==> src/sv/sha256_pkg.sv <==
// Shared types, constants and round functions for the SHA-256 stream hasher.
package sha256_pkg;

  localparam int unsigned LenWidth = 61;
  localparam logic [7:0] PadByte = 8'h80;
  localparam logic [5:0] LenPos = 6'd56;

  typedef enum logic [2:0] {
    ST_IDLE,
    ST_PAD,
    ST_ZERO,
    ST_LEN,
    ST_LOAD,
    ST_ROUND,
    ST_UPDATE,
    ST_EMIT
  } state_t;

  // byte write source selection
  typedef enum logic [1:0] {
    SRC_DATA,
    SRC_PAD,
    SRC_ZERO,
    SRC_LEN
  } src_t;

  // controller to datapath commands
  typedef struct packed {
    logic       put;       // write one byte into the schedule window
    src_t       src;
    logic       count_len; // count one message byte
    logic       load;      // load working vars from chaining value
    logic       round;     // run one round
    logic       update;    // add working vars into chaining value
    logic       reinit;    // restore initial chaining value and counters
    logic       emit;      // present digest word at emit index
  } cmd_t;

  // datapath to controller status
  typedef struct packed {
    logic       full;      // buffer filled by this put
    logic [5:0] fill;
    logic       last_round;
    logic       last_len;
  } stat_t;

  localparam logic [31:0] InitWords [8] = '{
    32'h6a09e667, 32'hbb67ae85, 32'h3c6ef372, 32'ha54ff53a,
    32'h510e527f, 32'h9b05688c, 32'h1f83d9ab, 32'h5be0cd19};

  localparam logic [31:0] RoundConsts [64] = '{
    32'h428a2f98,32'h71374491,32'hb5c0fbcf,32'he9b5dba5,32'h3956c25b,32'h59f111f1,
    32'h923f82a4,32'hab1c5ed5,32'hd807aa98,32'h12835b01,32'h243185be,32'h550c7dc3,
    32'h72be5d74,32'h80deb1fe,32'h9bdc06a7,32'hc19bf174,32'he49b69c1,32'hefbe4786,
    32'h0fc19dc6,32'h240ca1cc,32'h2de92c6f,32'h4a7484aa,32'h5cb0a9dc,32'h76f988da,
    32'h983e5152,32'ha831c66d,32'hb00327c8,32'hbf597fc7,32'hc6e00bf3,32'hd5a79147,
    32'h06ca6351,32'h14292967,32'h27b70a85,32'h2e1b2138,32'h4d2c6dfc,32'h53380d13,
    32'h650a7354,32'h766a0abb,32'h81c2c92e,32'h92722c85,32'ha2bfe8a1,32'ha81a664b,
    32'hc24b8b70,32'hc76c51a3,32'hd192e819,32'hd6990624,32'hf40e3585,32'h106aa070,
    32'h19a4c116,32'h1e376c08,32'h2748774c,32'h34b0bcb5,32'h391c0cb3,32'h4ed8aa4a,
    32'h5b9cca4f,32'h682e6ff3,32'h748f82ee,32'h78a5636f,32'h84c87814,32'h8cc70208,
    32'h90befffa,32'ha4506ceb,32'hbef9a3f7,32'hc67178f2};

  function automatic logic [31:0] rotr(input logic [31:0] x, input int unsigned r);
    rotr = (x >> r) | (x << (32 - r));
  endfunction

endpackage

==> src/sv/sha256_ctrl.sv <==
// Sequencer for absorb, padding, compression rounds and digest emission.
module sha256_ctrl (
  input  logic                 clk,
  input  logic                 rst,
  input  logic                 in_valid,
  input  logic                 in_action,
  output logic                 in_ready,
  input  logic                 out_ready,
  output logic                 out_valid,
  output logic [2:0]           emit_idx,
  input  sha256_pkg::stat_t    stat,
  output sha256_pkg::cmd_t     cmd
);
  import sha256_pkg::*;

  state_t state, state_next;
  state_t ret, ret_next;
  logic [2:0] emit_cnt;
  logic take;

  assign take = in_valid && in_ready;

  // next state
  always_comb begin
    state_next = state;
    ret_next = ret;
    unique case (state)
      ST_IDLE: begin
        if (take) begin
          if (!in_action) begin
            if (stat.full) begin
              state_next = ST_LOAD;
              ret_next = ST_IDLE;
            end
          end else begin
            state_next = ST_PAD;
          end
        end
      end
      ST_PAD: begin
        if (stat.full) begin
          state_next = ST_LOAD;
          ret_next = ST_ZERO;
        end else begin
          state_next = ST_ZERO;
        end
      end
      ST_ZERO: begin
        if (stat.fill == LenPos) state_next = ST_LEN;
        else if (stat.full) begin
          state_next = ST_LOAD;
          ret_next = ST_ZERO;
        end
      end
      ST_LEN: begin
        if (stat.last_len) begin
          state_next = ST_LOAD;
          ret_next = ST_EMIT;
        end
      end
      ST_LOAD: state_next = ST_ROUND;
      ST_ROUND: if (stat.last_round) state_next = ST_UPDATE;
      ST_UPDATE: state_next = ret;
      ST_EMIT: if (out_ready && emit_cnt == 3'd7) state_next = ST_IDLE;
      default: state_next = ST_IDLE;
    endcase
  end

  // outputs
  always_comb begin
    cmd = '0;
    cmd.src = SRC_DATA;
    in_ready = 1'b0;
    out_valid = 1'b0;
    unique case (state)
      ST_IDLE: begin
        in_ready = 1'b1;
        cmd.put = take && !in_action;
        cmd.count_len = take && !in_action;
      end
      ST_PAD: begin
        cmd.put = 1'b1;
        cmd.src = SRC_PAD;
      end
      ST_ZERO: begin
        cmd.put = stat.fill != LenPos;
        cmd.src = SRC_ZERO;
      end
      ST_LEN: begin
        cmd.put = 1'b1;
        cmd.src = SRC_LEN;
      end
      ST_LOAD: cmd.load = 1'b1;
      ST_ROUND: cmd.round = 1'b1;
      ST_UPDATE: cmd.update = 1'b1;
      ST_EMIT: begin
        out_valid = 1'b1;
        cmd.emit = 1'b1;
        cmd.reinit = out_ready && emit_cnt == 3'd7;
      end
      default: ;
    endcase
  end

  assign emit_idx = emit_cnt;

  always_ff @(posedge clk) begin
    if (rst) begin
      state <= ST_IDLE;
      ret <= ST_IDLE;
      emit_cnt <= '0;
    end else begin
      state <= state_next;
      ret <= ret_next;
      if (state == ST_EMIT && out_ready) emit_cnt <= emit_cnt + 3'd1;
    end
  end

  // no word leaves outside the emit phase; input held off while busy
  a_no_ready_busy: assert property (@(posedge clk) disable iff (rst)
    (state != ST_IDLE) |-> !in_ready) else $error("ready while busy");
  a_emit_idx: assert property (@(posedge clk) disable iff (rst)
    (state == ST_IDLE) |-> emit_cnt == 3'd0) else $error("emit count not clear");
  a_round_after_load: assert property (@(posedge clk) disable iff (rst)
    (state == ST_LOAD) |=> state == ST_ROUND) else $error("load not followed by rounds");
endmodule

==> src/sv/sha256_datapath.sv <==
// Block buffer, length counter, message schedule and round datapath.
module sha256_datapath #(
  parameter int unsigned LEN_WIDTH = sha256_pkg::LenWidth
) (
  input  logic               clk,
  input  logic               rst,
  input  logic [7:0]         data_byte,
  input  sha256_pkg::cmd_t   cmd,
  input  logic [2:0]         emit_idx,
  output sha256_pkg::stat_t  stat,
  output logic [31:0]        digest_word
);
  import sha256_pkg::*;

  logic [5:0]  fill;
  logic [LEN_WIDTH-1:0] byte_length;
  logic [63:0] bits;
  logic [31:0] cv [8];
  logic [31:0] wv [8];
  logic [31:0] w [16];
  logic [5:0]  rnd;
  logic [2:0]  len_cnt;
  logic [7:0]  wr_byte;
  logic [31:0] w_new, w_cur, t1, t2, s0, s1, big0, big1, e, a;

  assign bits = 64'({byte_length, 3'b000});

  // select the byte to store
  always_comb begin
    case (cmd.src)
      SRC_DATA: wr_byte = data_byte;
      SRC_PAD:  wr_byte = PadByte;
      SRC_ZERO: wr_byte = 8'h00;
      default:  wr_byte = bits[8*(7-len_cnt) +: 8];
    endcase
  end

  assign stat.full = cmd.put && fill == 6'd63;
  assign stat.fill = fill;
  assign stat.last_round = rnd == 6'd63;
  assign stat.last_len = len_cnt == 3'd7;

  // schedule extension and round function
  always_comb begin
    s0 = rotr(w[1], 7) ^ rotr(w[1], 18) ^ (w[1] >> 3);
    s1 = rotr(w[14], 17) ^ rotr(w[14], 19) ^ (w[14] >> 10);
    w_new = w[0] + s0 + w[9] + s1;
    w_cur = w[0];
    a = wv[0];
    e = wv[4];
    big1 = rotr(e, 6) ^ rotr(e, 11) ^ rotr(e, 25);
    big0 = rotr(a, 2) ^ rotr(a, 13) ^ rotr(a, 22);
    t1 = wv[7] + big1 + ((e & wv[5]) ^ (~e & wv[6])) + RoundConsts[rnd] + w_cur;
    t2 = big0 + ((a & wv[1]) ^ (a & wv[2]) ^ (wv[1] & wv[2]));
  end

  assign digest_word = cv[emit_idx];

  // counters and chaining value
  always_ff @(posedge clk) begin
    if (rst) begin
      fill <= '0;
      byte_length <= '0;
      len_cnt <= '0;
      rnd <= '0;
      for (int i = 0; i < 8; i++) cv[i] <= InitWords[i];
    end else begin
      if (cmd.put) fill <= fill + 6'd1;
      if (cmd.count_len) byte_length <= byte_length + LEN_WIDTH'(1);
      if (cmd.put && cmd.src == SRC_LEN) len_cnt <= len_cnt + 3'd1;
      if (cmd.load) rnd <= '0;
      else if (cmd.round) rnd <= rnd + 6'd1;
      if (cmd.update) begin
        for (int i = 0; i < 8; i++) cv[i] <= cv[i] + wv[i];
      end
      if (cmd.reinit) begin
        fill <= '0;
        byte_length <= '0;
        for (int i = 0; i < 8; i++) cv[i] <= InitWords[i];
      end
    end
  end

  // pack bytes big-endian into the schedule window; it slides by one word
  // each round while the working vars rotate
  always_ff @(posedge clk) begin
    if (cmd.put) begin
      w[fill[5:2]][{~fill[1:0], 3'b000} +: 8] <= wr_byte;
    end else if (cmd.load) begin
      for (int i = 0; i < 8; i++) wv[i] <= cv[i];
    end else if (cmd.round) begin
      for (int i = 0; i < 15; i++) w[i] <= w[i+1];
      w[15] <= w_new;
      wv[7] <= wv[6];
      wv[6] <= wv[5];
      wv[5] <= e;
      wv[4] <= wv[3] + t1;
      wv[3] <= wv[2];
      wv[2] <= wv[1];
      wv[1] <= a;
      wv[0] <= t1 + t2;
    end
  end

  a_no_put_in_round: assert property (@(posedge clk) disable iff (rst)
    cmd.round |-> !cmd.put) else $error("buffer write during rounds");
  a_reinit_clears: assert property (@(posedge clk) disable iff (rst)
    cmd.reinit |=> fill == 6'd0 && byte_length == '0) else $error("reinit failed");
  a_len_at_pos: assert property (@(posedge clk) disable iff (rst)
    (cmd.put && cmd.src == SRC_LEN && len_cnt == 3'd0) |-> fill == LenPos)
    else $error("length misplaced");
endmodule

==> src/sv/sha256_stream_hasher_core.sv <==
// SHA-256 stream hasher top level: joins controller and datapath.
// Absorb: one byte per cycle while idle; a full block then goes through load, 64 rounds and update
// in the shared round unit before the next byte is taken.
// Finish: padding writes one byte a cycle up to the block end, one or two compressions,
// then eight digest words, one per cycle while m_axis_tready is high.
// Synchronous active-high rst restores the initial hash words and clears the counters.
module sha256_stream_hasher_core #(
  parameter int unsigned LEN_WIDTH = sha256_pkg::LenWidth
) (
  input  logic        clk,
  input  logic        rst,
  input  logic        s_axis_tvalid,
  output logic        s_axis_tready,
  input  logic [7:0]  s_axis_tdata,  // [7:0] data_byte
  input  logic        s_axis_tuser,  // [0] action
  output logic        m_axis_tvalid,
  input  logic        m_axis_tready,
  output logic [39:0] m_axis_tdata,  // [31:0] digest_word, [34:32] word_index, zero fill
  output logic        m_axis_tlast
);
  import sha256_pkg::*;

  cmd_t cmd;
  stat_t stat;
  logic [2:0] emit_idx;
  logic [31:0] digest_word;

  sha256_ctrl u_ctrl (
    .clk(clk), .rst(rst),
    .in_valid(s_axis_tvalid), .in_action(s_axis_tuser), .in_ready(s_axis_tready),
    .out_ready(m_axis_tready), .out_valid(m_axis_tvalid), .emit_idx(emit_idx),
    .stat(stat), .cmd(cmd)
  );

  sha256_datapath #(.LEN_WIDTH(LEN_WIDTH)) u_dp (
    .clk(clk), .rst(rst), .data_byte(s_axis_tdata), .cmd(cmd),
    .emit_idx(emit_idx), .stat(stat), .digest_word(digest_word)
  );

  assign m_axis_tdata = {5'd0, emit_idx, digest_word};
  assign m_axis_tlast = emit_idx == 3'd7;
endmodule
==> config.mk <==
export PLATFORM = sky130hd
export DESIGN_NAME = sha256_stream_hasher_core
export DESIGN_NICKNAME = d
export VERILOG_FILES = /design/src/sv/sha256_pkg.sv /design/src/sv/sha256_ctrl.sv /design/src/sv/sha256_datapath.sv /design/src/sv/sha256_stream_hasher_core.sv
export SDC_FILE = /design/constraint.sdc
export NUM_CORES = 2
export LEC_CHECK = 0
export ABC_AREA = 0
export BUFFER_PORTS_ARGS = -buffer_cell sky130_fd_sc_hd__buf_4
export CORE_MARGIN = 8
export CORE_UTILIZATION = 60
export CTS_CLUSTER_DIAMETER = 60
export DETAILED_ROUTE_END_ITERATION = 10
export PLACE_DENSITY = 0.78
export SLEW_MARGIN = 20
export SYNTH_ARGS = -nofsm -noshare
export SYNTH_HDL_FRONTEND = slang
export SYNTH_SLANG_ARGS = --single-unit
==> constraint.sdc <==
create_clock -name clk -period 44.3 [get_ports clk]
set_clock_uncertainty 0.05 [all_clocks]
set_input_delay 8.86 -clock clk [delete_from_list [all_inputs] [get_ports clk]]
set_output_delay 8.86 -clock clk [all_outputs]
set_load 0.1 [all_outputs]
==> results by group <==
STA
  • Pins Over Slew Limit: 0
  • Worst slew margin: 24.7%
  • Min cycle time layout: 12.43 ns
  • RSZ-0062 raised after global routing: false
  • Setup violators final: 0
  • Worst slew pin tran: 1.12 ns
  • Crit share post-route: 28.1%
  • Final hold vios: 0
  • Fin Setup TNS: 0 ns
  • Fmax: 80.4 MHz

Critical path
  • Critical Path Max Stage Delay: just under 0.8 ns
  • CP cell instances: buf_4, mux4_2, mux2_2, buf_4
  • Critical-path maximum fanout: 34
  • Element type at the critical path start: flop
  • CP Data Arrival Time: 3.52 ns
  • Slowest CP cell: dfxtp_4
  • Type of the worst setup path: reg2out
  • Crit path capture type: output pin
  • Most frequent CP cell: buf_4
  • CP Data Required Time: 35.39 ns

Global routing
  • All-Layer GR Usage: between 30% and 40%
  • Vias in the first global route: 54700
  • Initial antenna violation count: 6
  • Largest net degree at the start of global routing: 252
  • First-pass GRT wire length: 341000 um
  • Gr ovfl total: 0

Yosys
  • Post-synthesis cell area: 0.0729 mm2
  • Post-synth EDFFs: 896
  • Seq/Total Area, Yosys: 42.8%
  • Netlist cell types: 108
  • Yosys reg bits: 1111
  • Syn Area/Cell: 10.2 um2
  • Synth Warn #: 0
  • Async S/R FF share, synth: 0%
  • Syn Inst Count: approximately 7200
  • Top_reg_cell synth: edfxtp_1

CTS
  • Hold Buf Count CTS: 0
  • CTS Buf Count: 135
  • Post-CTS setup buffer count: 0
  • Clock tree buffer depth: 3
  • Clock Latency Late Sink: 0.79 ns
  • CTS resizes: 0
  • CTS tree: built
  • Root Buffer: clkbuf_16
  • Clock-pin transition on the worst setup and hold timing paths: roughly 0.060 ns
  • CTS H-tree depth: 4
  • Clock sinks: between 1000 and 1500

Drt
  • Routed vias/inst: 6.49
  • Wire length per cell: 26.0 um
  • Initial DRC count: 6493
  • TritonRoute pass-1 iters: 7
  • Antenna Nets Post-Route: 0
  • Routed WL: ~230000 um
  • Number of remaining DRC errors: 0
  • Vias after detailed routing: about 57000

Status
  • Status: finished, final reports clean

Floorplan
  • Initial core utilization: 60.2%
  • Die width: 365 um
  • Die area: 0.133 mm2
  • Row count: 128
  • Core footprint: 0.121 mm2
  • I/O Pins: 56
  • Height of the die: 365 um

Cells and area
  • # fillers: between 9000 and 10000
  • Share of layout cells above drive strength 1: approximately 7.6%
  • Area grow syn2layout: 8.44%
  • Nets: 7654
  • Finished Cell Area: 0.0791 mm2
  • Post-Layout Cell Count: between 8000 and 9000

Job
  • Max-Cap Viols: 0

Placed design
  • Post-Place Cell Area: 0.0746 mm2
  • DP HPWL: about 170000 um
  • RePlAce Congestion: 0.995
  • Placed instance count: 8529
  • Port bufs: 50

Hold path
  • HP Class: reg2reg
routing by layer:
metal | GRT usage [%] | wire [um] | vias up
li1 | - | - | 25400
met4 | 20.4 | 15400 | 0
met5 | 0 | 0 | -
met1 | 43.8 | 85900 | 27700
met2 | 52.8 | 105000 | 3271
met3 | 5.68 | 22700 | 613
kinds of logic (layout without fill, tap and decap cells):
family	after synthesis	after routing	synth area share, %
AOI/OAI and AO/OA	1989	1989	17.9
and+or+nand+nor	1936	1936	11.6
DFF	1111	1111	42.8
buffers and inverters	709	694	3.70
xor gates and xnor gates	624	624	7.54
adders and majority gates	623	623	12.6
muxes	171	171	3.87
other	1	9	0.00514
sequential cells by signal, summed over array words and instances, names as in the netlist, named ones only:
name              count
u_dp.w              512
u_dp.cv             256
u_dp.wv             256
u_dp.byte_length     61
u_dp.fill             6
u_dp.rnd              6
u_ctrl.emit_idx       3
u_ctrl.state          3
u_dp.len_cnt          3
u_ctrl.ret            2
area by class of cell:
type                            instances  area [um2]  area share (%)
Multi-Input combinational cell       5348       39100            49.5
Sequential cell                      1111       31200            39.5
Clock buffer                          172        3590            4.54
Tap cell                             1625        2030            2.57
Inverter                              310        1170            1.47
Timing Repair Buffer                  136        1090            1.38
Clock inverter                         76         840            1.06
Antenna cell                            4        10.0          0.0127
worst max-delay path, delay by kind of cell (launching register included):
family   cells  cell delay [ns]
buf+inv      2             0.94
mux          2             0.92
flops        1             0.77
layout by cell type (no fill, tap or decap), drive strengths merged, types with 35 or more instances in the layout:
| cell type | count |
|---|---|
| nor3 | 79 |
| a211oi | 52 |
| and3 | 35 |
| inv | 323 |
| a31oi | 50 |
| buf | 136 |
| xor2 | 226 |
| nor2b | 54 |
| edfxtp | 896 |
| mux2i | 46 |
| xnor2 | 396 |
| mux2 | 40 |
| fa | 195 |
| o21ai | 409 |
| mux4 | 85 |
| dfxtp | 215 |
| nor2 | 372 |
| nand2 | 1036 |
| clkinv | 48 |
| o21a | 44 |
| a21o | 678 |
| clkbuf | 172 |
| o21bai | 48 |
| nand3 | 136 |
| o211ai | 39 |
| a21oi | 452 |
| ha | 404 |
| nand2b | 72 |
per-stage QoR:
stage                     setup WS (ns)  utilization [%]  hold slack [ns]
final                             31.87             65.2            0.442
after global routing              31.66             65.2            0.467
after CTS                         31.77             65.2            0.441
after detailed placement          32.16             61.6            0.435
after global placement            32.20             61.6            0.422
after floorplan                   28.98                -            0.403
synth_stat cells (all sizes together), types with 27 or more instances:
| library cell | number | area (um2) |
|---|---|---|
| fa | 195 | 3900 |
| and3 | 35 | 219 |
| nand4 | 33 | 213 |
| buf | 47 | 210 |
| a21o | 678 | 5090 |
| mux2 | 40 | 450 |
| o31ai | 27 | 218 |
| o21bai | 48 | 360 |
| edfxtp | 896 | 26900 |
| nand2 | 1036 | 3890 |
| nor2 | 372 | 1410 |
| mux2i | 46 | 460 |
| ha | 404 | 5050 |
| clkbuf | 351 | 1320 |
| or3 | 32 | 200 |
| a211oi | 52 | 395 |
| inv | 309 | 1160 |
| a21oi | 452 | 2290 |
| o211ai | 39 | 298 |
| nor3 | 79 | 410 |
| o21a | 44 | 333 |
| nand2b | 72 | 453 |
| xnor2 | 396 | 3480 |
| xor2 | 226 | 1980 |
| nand3 | 136 | 686 |
| nor2b | 54 | 338 |
| o22ai | 33 | 213 |
| o21ai | 409 | 2050 |
| a31oi | 50 | 325 |
| mux4 | 85 | 1910 |
| dfxtp | 215 | 4300 |
final timing paths:
| check | from | to | slack, ns | cells past startpoint |
|---|---|---|---|---|
| max | flop | m_axis_tdata[1] | 31.87 | 4 |
| min | u_dp.cv[4][13]$_SDFFE_PP0P_ | u_dp.cv[4][13]$_SDFFE_PP0P_ | 0.44 | 2 |
| max reg2reg | u_dp.rnd[1]$_SDFFE_PP0P_ | u_dp.wv[0][30]$_DFFE_PP_ | 33.75 | 38 |
| min reg2reg | u_dp.cv[4][13]$_SDFFE_PP0P_ | u_dp.cv[4][13]$_SDFFE_PP0P_ | 0.44 | 2 |
Power is left out: the tool's default activity adds up to more than one toggle a clock period on the data nets, which glitch-free logic cannot reach.
